**config.mk**
```make
export PLATFORM = sky130hd
export DESIGN_NAME = free_hole_segment_allocator_core
export DESIGN_NICKNAME = d
export VERILOG_FILES = /design/src/design/fhsa_pkg.sv /design/src/design/fhsa_ctrl.sv /design/src/design/fhsa_dp.sv /design/src/design/free_hole_segment_allocator_core.sv
export SDC_FILE = /design/constraint.sdc
export NUM_CORES = 2
export LEC_CHECK = 0
export ABC_CLOCK_PERIOD_IN_PS = 16450
export BUFFER_PORTS_ARGS = -buffer_cell sky130_fd_sc_hd__buf_4
export CAP_MARGIN = 10
export CORE_MARGIN = 8
export CORE_UTILIZATION = 45
export DETAILED_ROUTE_END_ITERATION = 8
export SLEW_MARGIN = 20
export SYNTH_ARGS = -nofsm -noshare
export SYNTH_HDL_FRONTEND = slang
export SYNTH_SLANG_ARGS = --single-unit
```
**constraint.sdc**
```tcl
create_clock -name i_clk -period 16.45 [get_ports i_clk]
set_input_delay 0.8225 -clock i_clk [delete_from_list [all_inputs] [get_ports i_clk]]
set_output_delay 0.8225 -clock i_clk [all_outputs]
set_load 0.01 [all_outputs]
```
**src/design/fhsa_pkg.sv**
```systemverilog
// fhsa_pkg: shared types and constants for the free hole segment allocator
// holds payload structs, controller/datapath command and status structs, codes
// depends on nothing
`timescale 1ns / 1ps
`default_nettype none

package fhsa_pkg;

    // field widths
    localparam int AW = 20;            // release base address bits
    localparam int VW = AW + 1;        // size, length and address value bits
    localparam int CFG_IDX_W = 2;

    // action codes
    localparam logic [1:0] ACT_ALLOC   = 2'd0;
    localparam logic [1:0] ACT_RELEASE = 2'd1;
    localparam logic [1:0] ACT_COMPACT = 2'd2;

    // status codes
    localparam logic [1:0] STS_OK      = 2'd0;
    localparam logic [1:0] STS_FRAG    = 2'd1;
    localparam logic [1:0] STS_NOSPACE = 2'd2;
    localparam logic [1:0] STS_OVF     = 2'd3;

    // fit policies, any other code acts as first fit
    localparam logic [1:0] POL_FIRST = 2'd0;
    localparam logic [1:0] POL_BEST  = 2'd1;
    localparam logic [1:0] POL_WORST = 2'd2;

    // configuration register indexes
    localparam logic [CFG_IDX_W-1:0] CFG_POLICY   = 2'd0;
    localparam logic [CFG_IDX_W-1:0] CFG_MEM_SIZE = 2'd1;
    localparam logic [CFG_IDX_W-1:0] CFG_RSV_SIZE = 2'd2;

    localparam logic [VW-1:0] MEM_SIZE_RST = 21'd4096;
    localparam logic [VW-1:0] RSV_SIZE_RST = 21'd128;

    // request beat
    typedef struct packed {
        logic [1:0]    action;
        logic [AW-1:0] seg_base;
        logic [VW-1:0] seg_size;
    } t_req;

    // result beat
    typedef struct packed {
        logic [1:0]    status;
        logic [VW-1:0] result_base;
    } t_rsp;

    // controller states
    typedef enum logic [3:0] {
        S_INIT,
        S_IDLE,
        S_SCAN,
        S_DRAIN,
        S_DECIDE,
        S_WR1,
        S_MOVE,
        S_MDRAIN,
        S_WR2,
        S_DONE
    } t_state;

    // controller to datapath
    typedef struct packed {
        logic init;
        logic latch;
        logic scan_step;
        logic decide;
        logic wr1;
        logic move_step;
        logic wr2;
    } t_dp_cmd;

    // datapath to controller
    typedef struct packed {
        logic scan_last;
        logic move_last;
    } t_dp_sts;

endpackage

`default_nettype wire

```
**src/design/fhsa_ctrl.sv**
```systemverilog
// fhsa_ctrl: sequencing state machine of the allocator
// drives datapath commands from its state; depends on fhsa_pkg
`timescale 1ns / 1ps
`default_nettype none

module fhsa_ctrl (
    input  wire logic             i_clk,
    input  wire logic             i_rst_n,
    input  wire logic             i_start,
    input  fhsa_pkg::t_dp_sts     i_sts,
    output fhsa_pkg::t_dp_cmd     o_cmd,
    output logic                  o_busy,
    output logic                  o_done
);

    fhsa_pkg::t_state r_state;
    fhsa_pkg::t_state n_state;

    // state register
    always_ff @(posedge i_clk) begin
        if (!i_rst_n) begin
            r_state <= fhsa_pkg::S_INIT;
        end else begin
            r_state <= n_state;
        end
    end

    // next state
    always_comb begin
        n_state = r_state;
        unique case (r_state)
            fhsa_pkg::S_INIT:   n_state = fhsa_pkg::S_IDLE;
            fhsa_pkg::S_IDLE:   if (i_start) n_state = fhsa_pkg::S_SCAN;
            fhsa_pkg::S_SCAN:   if (i_sts.scan_last) n_state = fhsa_pkg::S_DRAIN;
            fhsa_pkg::S_DRAIN:  n_state = fhsa_pkg::S_DECIDE;
            fhsa_pkg::S_DECIDE: n_state = fhsa_pkg::S_WR1;
            fhsa_pkg::S_WR1:    n_state = fhsa_pkg::S_MOVE;
            fhsa_pkg::S_MOVE:   if (i_sts.move_last) n_state = fhsa_pkg::S_MDRAIN;
            fhsa_pkg::S_MDRAIN: n_state = fhsa_pkg::S_WR2;
            fhsa_pkg::S_WR2:    n_state = fhsa_pkg::S_DONE;
            fhsa_pkg::S_DONE:   n_state = fhsa_pkg::S_IDLE;
            default:            n_state = fhsa_pkg::S_INIT;
        endcase
    end

    // outputs
    always_comb begin
        o_cmd           = '0;
        o_cmd.init      = (r_state == fhsa_pkg::S_INIT);
        o_cmd.latch     = (r_state == fhsa_pkg::S_IDLE) && i_start;
        o_cmd.scan_step = (r_state == fhsa_pkg::S_SCAN);
        o_cmd.decide    = (r_state == fhsa_pkg::S_DECIDE);
        o_cmd.wr1       = (r_state == fhsa_pkg::S_WR1);
        o_cmd.move_step = (r_state == fhsa_pkg::S_MOVE);
        o_cmd.wr2       = (r_state == fhsa_pkg::S_WR2);
        o_busy          = (r_state != fhsa_pkg::S_IDLE);
        o_done          = (r_state == fhsa_pkg::S_DONE);
    end

    // a result beat is single and the block is free right after it
    a_done_single: assert property (@(posedge i_clk) disable iff (!i_rst_n)
        o_done |=> (!o_done && !o_busy))
        else $error("result strobe not followed by idle");

endmodule

`default_nettype wire

```
**src/design/fhsa_dp.sv**
```systemverilog
// fhsa_dp: hole table memory, config registers, scan accumulators, move engine
// follows fhsa_ctrl commands; depends on fhsa_pkg
`timescale 1ns / 1ps
`default_nettype none

module fhsa_dp #(
    parameter int MAX_HOLES = 32
) (
    input  wire logic                              i_clk,
    input  wire logic                              i_rst_n,
    input  fhsa_pkg::t_dp_cmd                      i_cmd,
    output fhsa_pkg::t_dp_sts                      o_sts,
    input  fhsa_pkg::t_req                         i_req,
    output fhsa_pkg::t_rsp                         o_rsp,
    input  wire logic                              i_cfg_we,
    input  wire logic [fhsa_pkg::CFG_IDX_W-1:0]    i_cfg_idx,
    input  wire logic [fhsa_pkg::VW-1:0]           i_cfg_data
);

    localparam int VW = fhsa_pkg::VW;
    localparam int AW = fhsa_pkg::AW;
    localparam int IW = $clog2(MAX_HOLES);
    localparam int CW = $clog2(MAX_HOLES + 1);
    localparam int SW = VW + CW;
    localparam logic [CW-1:0] CNT_MAX = CW'(MAX_HOLES);

    // config registers
    logic [1:0]    r_policy;
    logic [VW-1:0] r_mem_size;
    logic [VW-1:0] r_rsv_size;

    // latched request
    logic [1:0]    r_action;
    logic [AW-1:0] r_base;
    logic [VW-1:0] r_size;

    // table
    logic [2*VW-1:0] mem [MAX_HOLES];
    logic [CW-1:0]   r_count;
    logic [CW-1:0]   r_idx;
    logic [2*VW-1:0] r_rdata;
    logic            r_rd_vld;
    logic [IW-1:0]   r_rd_idx;

    // scan accumulators
    logic [SW-1:0] r_sum;
    logic          r_hpick;
    logic [IW-1:0] r_pick;
    logic [VW-1:0] r_pstart;
    logic [VW-1:0] r_plen;
    logic          r_hl;
    logic [IW-1:0] r_left;
    logic [VW-1:0] r_lstart;
    logic [VW-1:0] r_llen;
    logic          r_hr;
    logic [IW-1:0] r_right;
    logic [VW-1:0] r_rlen;
    logic          r_hpos;
    logic [CW-1:0] r_pos;

    // update plan
    logic            r_wr1_en,   n_wr1_en;
    logic [IW-1:0]   r_wr1_addr, n_wr1_addr;
    logic [2*VW-1:0] r_wr1_data, n_wr1_data;
    logic            r_wr2_en,   n_wr2_en;
    logic [IW-1:0]   r_wr2_addr, n_wr2_addr;
    logic [2*VW-1:0] r_wr2_data, n_wr2_data;
    logic [CW-1:0]   n_mv_rem;
    logic [IW-1:0]   n_mv_src;
    logic            n_mv_up;
    logic [CW-1:0]   n_count;
    logic [1:0]      r_status,   n_status;
    logic [VW-1:0]   r_res_base, n_res_base;

    // move engine
    logic [CW-1:0] r_mv_rem;
    logic [IW-1:0] r_mv_src;
    logic          r_mv_up;
    logic          r_mv_pv;
    logic [IW-1:0] r_mv_dst;

    // rebuild on region writes or after reset
    logic [VW-1:0] nm, nr;
    logic          rebuild;
    always_comb begin
        nm = (i_cfg_we && i_cfg_idx == fhsa_pkg::CFG_MEM_SIZE) ? i_cfg_data : r_mem_size;
        nr = (i_cfg_we && i_cfg_idx == fhsa_pkg::CFG_RSV_SIZE) ? i_cfg_data : r_rsv_size;
        rebuild = i_cmd.init || (i_cfg_we && (i_cfg_idx == fhsa_pkg::CFG_MEM_SIZE ||
                                              i_cfg_idx == fhsa_pkg::CFG_RSV_SIZE));
    end

    always_ff @(posedge i_clk) begin
        if (!i_rst_n) begin
            r_policy   <= fhsa_pkg::POL_FIRST;
            r_mem_size <= fhsa_pkg::MEM_SIZE_RST;
            r_rsv_size <= fhsa_pkg::RSV_SIZE_RST;
        end else if (i_cfg_we) begin
            if (i_cfg_idx == fhsa_pkg::CFG_POLICY) r_policy <= i_cfg_data[1:0];
            r_mem_size <= nm;
            r_rsv_size <= nr;
        end
    end

    // read port: scan or move source
    logic          scan_rd, move_rd;
    logic [IW-1:0] rd_addr;
    always_comb begin
        scan_rd = i_cmd.scan_step && (r_idx < r_count);
        move_rd = i_cmd.move_step && (r_mv_rem != '0);
        rd_addr = scan_rd ? r_idx[IW-1:0] : r_mv_src;
    end

    // write port, one source per cycle
    logic            we;
    logic [IW-1:0]   wr_addr;
    logic [2*VW-1:0] wr_data;
    always_comb begin
        we      = 1'b0;
        wr_addr = '0;
        wr_data = {nr, nm - nr};
        priority if (rebuild) begin
            we = (nm > nr);
        end else if (r_mv_pv) begin
            we      = 1'b1;
            wr_addr = r_mv_dst;
            wr_data = r_rdata;
        end else if (i_cmd.wr1) begin
            we      = r_wr1_en;
            wr_addr = r_wr1_addr;
            wr_data = r_wr1_data;
        end else if (i_cmd.wr2) begin
            we      = r_wr2_en;
            wr_addr = r_wr2_addr;
            wr_data = r_wr2_data;
        end
    end

    always_ff @(posedge i_clk) begin
        if (we) mem[wr_addr] <= wr_data;
        if (scan_rd || move_rd) r_rdata <= mem[rd_addr];
    end

    // status to controller
    always_comb begin
        o_sts.scan_last = (r_count == '0) ||
                          (({1'b0, r_idx} + (CW+1)'(1)) >= {1'b0, r_count});
        o_sts.move_last = (r_mv_rem <= CW'(1));
    end

    // scanned entry
    logic [VW-1:0] rd_start, rd_len;
    logic [VW:0]   rd_end, rel_end;
    logic          fit, take;
    always_comb begin
        rd_start = r_rdata[2*VW-1:VW];
        rd_len   = r_rdata[VW-1:0];
        rd_end   = {1'b0, rd_start} + {1'b0, rd_len};
        rel_end  = (VW+1)'(r_base) + {1'b0, r_size};
        fit      = (rd_len >= r_size);
        take     = 1'b0;
        if (fit) begin
            priority if (!r_hpick) take = 1'b1;
            else if (r_policy == fhsa_pkg::POL_BEST)  take = (rd_len < r_plen);
            else if (r_policy == fhsa_pkg::POL_WORST) take = (rd_len > r_plen);
        end
    end

    // request latch and scan accumulation
    always_ff @(posedge i_clk) begin
        if (!i_rst_n) begin
            r_rd_vld <= 1'b0;
            r_idx    <= '0;
            r_hpick  <= 1'b0;
            r_hl     <= 1'b0;
            r_hr     <= 1'b0;
            r_hpos   <= 1'b0;
        end else begin
            r_rd_vld <= scan_rd;
            r_rd_idx <= r_idx[IW-1:0];
            if (i_cmd.latch) begin
                r_action <= i_req.action;
                r_base   <= i_req.seg_base;
                r_size   <= i_req.seg_size;
                r_idx    <= '0;
                r_sum    <= '0;
                r_hpick  <= 1'b0;
                r_hl     <= 1'b0;
                r_hr     <= 1'b0;
                r_hpos   <= 1'b0;
                r_pos    <= r_count;
            end else if (scan_rd) begin
                r_idx <= r_idx + CW'(1);
            end
            if (r_rd_vld) begin
                r_sum <= r_sum + SW'(rd_len);
                if (take) begin
                    r_hpick  <= 1'b1;
                    r_pick   <= r_rd_idx;
                    r_pstart <= rd_start;
                    r_plen   <= rd_len;
                end
                if (!r_hl && rd_end == (VW+1)'(r_base)) begin
                    r_hl     <= 1'b1;
                    r_left   <= r_rd_idx;
                    r_lstart <= rd_start;
                    r_llen   <= rd_len;
                end
                if (!r_hr && {1'b0, rd_start} == rel_end) begin
                    r_hr    <= 1'b1;
                    r_right <= r_rd_idx;
                    r_rlen  <= rd_len;
                end
                if (!r_hpos && rd_start > VW'(r_base)) begin
                    r_hpos <= 1'b1;
                    r_pos  <= CW'(r_rd_idx);
                end
            end
        end
    end

    // update plan from scan results
    logic [SW-1:0] cmp_diff;
    always_comb begin
        n_wr1_en   = 1'b0;
        n_wr1_addr = '0;
        n_wr1_data = '0;
        n_wr2_en   = 1'b0;
        n_wr2_addr = r_pos[IW-1:0];
        n_wr2_data = {VW'(r_base), r_size};
        n_mv_rem   = '0;
        n_mv_src   = '0;
        n_mv_up    = 1'b0;
        n_count    = r_count;
        n_status   = fhsa_pkg::STS_OK;
        n_res_base = '0;
        cmp_diff   = SW'(r_mem_size) - r_sum;
        unique case (r_action)
            fhsa_pkg::ACT_ALLOC: begin
                if (r_hpick) begin
                    n_res_base = r_pstart;
                    if (r_plen > r_size) begin
                        n_wr1_en   = 1'b1;
                        n_wr1_addr = r_pick;
                        n_wr1_data = {r_pstart + r_size, r_plen - r_size};
                    end else if (r_size != '0) begin
                        // exact fit, close the gap
                        n_mv_src = r_pick + IW'(1);
                        n_mv_rem = r_count - CW'(r_pick) - CW'(1);
                        n_count  = r_count - CW'(1);
                    end
                end else begin
                    n_status = (r_sum >= SW'(r_size)) ? fhsa_pkg::STS_FRAG
                                                      : fhsa_pkg::STS_NOSPACE;
                end
            end
            fhsa_pkg::ACT_RELEASE: begin
                if (r_size != '0) begin
                    priority if (r_hl && r_hr) begin
                        n_wr1_en   = 1'b1;
                        n_wr1_addr = r_left;
                        n_wr1_data = {r_lstart, r_llen + r_size + r_rlen};
                        n_mv_src   = r_right + IW'(1);
                        n_mv_rem   = r_count - CW'(r_right) - CW'(1);
                        n_count    = r_count - CW'(1);
                    end else if (r_hl) begin
                        n_wr1_en   = 1'b1;
                        n_wr1_addr = r_left;
                        n_wr1_data = {r_lstart, r_llen + r_size};
                    end else if (r_hr) begin
                        n_wr1_en   = 1'b1;
                        n_wr1_addr = r_right;
                        n_wr1_data = {VW'(r_base), r_rlen + r_size};
                    end else if (r_count >= CNT_MAX) begin
                        n_status = fhsa_pkg::STS_OVF;
                    end else begin
                        // open a slot at the sorted position
                        n_mv_up  = 1'b1;
                        n_mv_src = IW'(r_count - CW'(1));
                        n_mv_rem = r_count - r_pos;
                        n_wr2_en = 1'b1;
                        n_count  = r_count + CW'(1);
                    end
                end
            end
            fhsa_pkg::ACT_COMPACT: begin
                n_res_base = (SW'(r_mem_size) >= r_sum) ? cmp_diff[VW-1:0] : '0;
                if (r_sum == '0) begin
                    n_count = '0;
                end else begin
                    n_wr1_en   = 1'b1;
                    n_wr1_data = {n_res_base, r_sum[VW-1:0]};
                    n_count    = CW'(1);
                end
            end
            default: begin
            end
        endcase
    end

    // plan registers, count and move engine
    always_ff @(posedge i_clk) begin
        if (!i_rst_n) begin
            r_count  <= '0;
            r_mv_rem <= '0;
            r_mv_pv  <= 1'b0;
            r_wr1_en <= 1'b0;
            r_wr2_en <= 1'b0;
        end else begin
            if (rebuild) begin
                r_count <= (nm > nr) ? CW'(1) : '0;
            end else if (i_cmd.decide) begin
                r_count <= n_count;
            end
            if (i_cmd.decide) begin
                r_wr1_en   <= n_wr1_en;
                r_wr1_addr <= n_wr1_addr;
                r_wr1_data <= n_wr1_data;
                r_wr2_en   <= n_wr2_en;
                r_wr2_addr <= n_wr2_addr;
                r_wr2_data <= n_wr2_data;
                r_status   <= n_status;
                r_res_base <= n_res_base;
                r_mv_rem   <= n_mv_rem;
                r_mv_src   <= n_mv_src;
                r_mv_up    <= n_mv_up;
            end
            r_mv_pv <= move_rd;
            if (move_rd) begin
                r_mv_rem <= r_mv_rem - CW'(1);
                r_mv_dst <= r_mv_up ? r_mv_src + IW'(1) : r_mv_src - IW'(1);
                r_mv_src <= r_mv_up ? r_mv_src - IW'(1) : r_mv_src + IW'(1);
            end
        end
    end

    always_comb begin
        o_rsp.status      = r_status;
        o_rsp.result_base = r_res_base;
    end

    a_count_bound: assert property (@(posedge i_clk) disable iff (!i_rst_n)
        r_count <= CNT_MAX)
        else $error("hole count beyond table depth");

    a_write_clash: assert property (@(posedge i_clk) disable iff (!i_rst_n)
        !(r_mv_pv && (i_cmd.wr1 || i_cmd.wr2 || rebuild)))
        else $error("move write collides with another write");

    a_scan_data: assert property (@(posedge i_clk) disable iff (!i_rst_n)
        r_rd_vld |-> $past(i_cmd.scan_step))
        else $error("scan data without scan read");

endmodule

`default_nettype wire

```
**src/design/free_hole_segment_allocator_core.sv**
```systemverilog
// free_hole_segment_allocator_core: top level of the hole table allocator
// joins fhsa_ctrl and fhsa_dp; depends on fhsa_pkg
//
//   channel   handshake              payload
//   request   start & !busy          i_req  (action, seg_base, seg_size)
//   result    o_done, one cycle      o_rsp  (status, result_base)
//   config    i_cfg_we               i_cfg_idx, i_cfg_data
//
// an item makes one table read per hole through the single read port of the
// hole memory, then a shift pass that moves the later entries by one slot when
// a hole is removed or inserted
// after reset the first hole is rebuilt while busy is high
// results cannot be held off; o_rsp is valid only while o_done is high
`timescale 1ns / 1ps
`default_nettype none

module free_hole_segment_allocator_core #(
    parameter int MAX_HOLES = 32
) (
    input  wire logic                           i_clk,
    input  wire logic                           i_rst_n,
    input  wire logic                           start,
    output logic                                busy,
    input  fhsa_pkg::t_req                      i_req,
    output logic                                o_done,
    output fhsa_pkg::t_rsp                      o_rsp,
    input  wire logic                           i_cfg_we,
    input  wire logic [fhsa_pkg::CFG_IDX_W-1:0] i_cfg_idx,
    input  wire logic [fhsa_pkg::VW-1:0]        i_cfg_data
);

    fhsa_pkg::t_dp_cmd cmd;
    fhsa_pkg::t_dp_sts sts;

    // sequencer
    fhsa_ctrl u_ctrl (
        .i_clk   (i_clk),
        .i_rst_n (i_rst_n),
        .i_start (start),
        .i_sts   (sts),
        .o_cmd   (cmd),
        .o_busy  (busy),
        .o_done  (o_done)
    );

    // table and arithmetic
    fhsa_dp #(
        .MAX_HOLES (MAX_HOLES)
    ) u_dp (
        .i_clk      (i_clk),
        .i_rst_n    (i_rst_n),
        .i_cmd      (cmd),
        .o_sts      (sts),
        .i_req      (i_req),
        .o_rsp      (o_rsp),
        .i_cfg_we   (i_cfg_we),
        .i_cfg_idx  (i_cfg_idx),
        .i_cfg_data (i_cfg_data)
    );

endmodule

`default_nettype wire

```
==> results.yml <==
outcome:
  status: "finished clean"
grt:
  antenna_found_initial: 10
  grt_max_degree: 154
  grt_pass1_wl_mm: 404
  overflow: 0
  grt_util_all_layers_pct: 26.8
  grt_pass1_vias: 56512
synthesis:
  synth_edf_count: 1714
  yosysMostFrequentCell: "edfxtp_1"
  seq_area_frac_synth_pct: 61.4
  synth_common_cells: "1,714 x edfxtp_1, 432 x mux2i_1, 333 x ha_1"
  synth_top_flop_cell: "edfxtp_1"
  syn_area_sq_mm: 0.0863
  ys_warn_count: 0
  synth_cell_types: 87
  synth_seq_cells: 1788
  syn-num-nets: 6953
  syn-mean-instance-area_sq_um: 13.2
  synth_top_area_share_pct: 59.7
  synthTopCellsByArea: "edfxtp_1 60%, mux2i_1 5.0%, ha_1 4.8%"
  async_flop_share_pct: 0
  netlist_instances: 6537
  synth_top_cell_by_area: "edfxtp_1"
cts:
  cts.sinks: 1788
  post_cts_resized: 0
  cts_buffers: 192
  cts_buffer_depth: 3
  hold_buffers: 0
  cts_setup_buffers: 0
  clk_pin_slew_ns: 0.06
  cts_max_level: 4
  worstSkewPairLatency_ns: 0.86
  cts_tree: "yes"
  clockRootBuffer: "clkbuf_16"
critical_path:
  crit_fanout: 67
  cp-start-kind: "flop"
  worstSetupPathType: "flop to flop"
  required_ns: 17.05
  regToRegSetupSlack_ns: 10.0
  critPathCaptureType: "flop"
  arrival_ns: 7.06
routing:
  drt_first_pass_iters: 8
  drc_errors: 0
  routed_wl_mm: 286
  drt_iter0_markers: 6560
  wl_per_cell_um: 30.8
  ant_nets: 0
  vias_per_cell: 6.32
  vias: 58777
placed_design:
  dp_hpwl_mm: 171
  gp_congestion: 0.927
  portBuffers: 94
final_layout:
  n_fill_cell: 16258
  seq_area_sq_mm: 0.0530
  nNetsFinal: 7038
  multi_input_area_sq_mm: 0.0318
  area.growth.synth_to_final_pct: 12.4
  drive_gt1_share_pct: 12.2
power_and_ir_drop:
  p_leak_nw: 33.7
  max-vdd-ir-drop_mv: 0.109
  p_per_area_mw_per_mm2: 108
worst_hold_path:
  hold_class: "input port to flop"
sta:
  timing.final.crit_share_pct: 39.2
  worst_pin_slew_ns: 1.14
  holdWs_ns: 0.158
  timing_hold_violations_final: 0
  slew_headroom_pct: 24.2
  slew_viol_final: 0
  skew_ns: 0.0792
  grt_setup_unrepaired: "false"
  setup-tns-final_ns: 0
  fin_crit_ns: 6.45
  setup_viol: 0
  max_freq_ghz: 0.155
job:
  maxCapViolCount: 0
floorplan:
  ioPinCount: 95
  fp.dieH_um: 454
  core_sq_mm: 0.190
  initial_utilization_pct: 45.3
  die-area_sq_mm: 0.206
  die_w_um: 454
  core.rowCount: 160
## final timing paths
check / from / end / cells after the start
setup / recovery: u_dp.r_count[3] / u_dp.r_rdata[36] / 14
hold / removal: i_req[27] / u_dp.r_base[6] / 1
setup reg to reg: u_dp.r_count[3] / u_dp.r_rdata[36] / 14
hold reg to reg: u_dp.r_wr2_en / u_dp.r_wr2_en / 2
## critical path: stages (launching register included)
cell	delay [ns]
dfxtp_1	0.54
inv_1	0.20
ha_1	0.31
o21ai_0	0.44
a211oi_1	0.18
a211oi_4	0.25
buf_4	0.68
buf_4	0.76
buf_4	0.87
buf_4	0.82
nor2b_1	0.10
a2111oi_0	0.46
a211o_1	0.17
nand3_1	0.08
and4_1	0.26
## through the flow
stage | instance area (sq um) | setup slack, ns | power (mW) | utilization (%) | cells
after floorplan | 86300 | 8.86 | 5.90 | - | 6537
after global placement | 90600 | 10.16 | 6.24 | 47.6 | 8937
after detailed placement | 90600 | 10.0 | 6.26 | 47.6 | 8938
after CTS | 96900 | 10.04 | 10.5 | 50.9 | 9293
after global routing | 97000 | 9.62 | 10.8 | 50.9 | 9294
final | 97000 | 10.0 | 10.5 | 50.9 | 9297
## where the power goes
group / internal (mW) / switching, mW
combinational: 0.301 / 0.653
sequential: 5.19 / 0.0341
clock: 2.42 / 1.88
## routing by layer
layer / vias to the layer above / global-route usage (%) / part of all wire (%)
li1: 25790 / - / -
met1: 29862 / 35.3 / 41
met2: 2546 / 44.2 / 47
met3: 575 / 4.16 / 7.4
met4: 4 / 11.5 / 4.8
met5: - / 0 / 0.0094
## cell families (layout without fill, tap and decap cells)
| logic type | Yosys count | count (layout) | synth area share [%] |
|---|---|---|---|
| AOI/OAI and AO/OA | 1534 | 1534 | 12.9 |
| xor gates and xnor gates | 223 | 223 | 2.28 |
| adders and majority gates | 346 | 346 | 5.13 |
| buffers and inverters | 570 | 816 | 2.61 |
| DFF | 1788 | 1788 | 61.4 |
| muxes | 582 | 582 | 6.98 |
| other | 0 | 3 | 0 |
| and+or+nand+nor | 1494 | 1494 | 8.71 |
## state kept, by name, indices dropped and copies added, names as in the netlist, 20 cells and up
register	flops
u_dp.mem	1344
u_dp.r_rdata	42
u_dp.r_wr1_data	42
u_dp.r_wr2_data	41
u_dp.r_sum	27
u_dp.r_llen	21
u_dp.r_lstart	21
u_dp.r_mem_size	21
u_dp.r_plen	21
u_dp.r_pstart	21
u_dp.r_res_base	21
u_dp.r_rlen	21
u_dp.r_rsv_size	21
u_dp.r_size	21
u_dp.r_base	20
## cell usage in the layout (no fill, tap or decap), types with 43 or more instances in the layout
cell type,Yosys,layout
and4_1,49,49
mux2i_1,432,432
xnor2_1,145,145
a311o_1,43,43
xor2_1,76,76
a21o_1,104,103
mux2_2,149,149
a2111oi_0,137,137
a221oi_1,83,82
dfxtp_1,74,72
inv_1,195,195
clkbuf_16,0,192
ha_1,333,333
buf_4,8,255
nor3_1,77,68
a21oi_1,238,226
a211oi_1,76,74
a211o_1,137,137
nor2b_1,214,213
nand4_1,52,52
nand2_1,283,281
edfxtp_1,1714,1714
o211ai_1,143,143
nand3_1,332,331
o21ai_0,204,197
o21a_1,44,44
nor2_1,320,292
## final cells by class
class                   count  share of cell area (%)
well taps                2511                    3.24
diodes                      3                 0.00774
inverters                 199                   0.770
clock inverters           118                    1.29
clock buffers             237                    5.18
flip-flops and latches   1788                    54.6
multi-input cells        4179                    32.8
repair buffers            262                    2.10
Note: power is estimated with default switching activity, not from simulation.
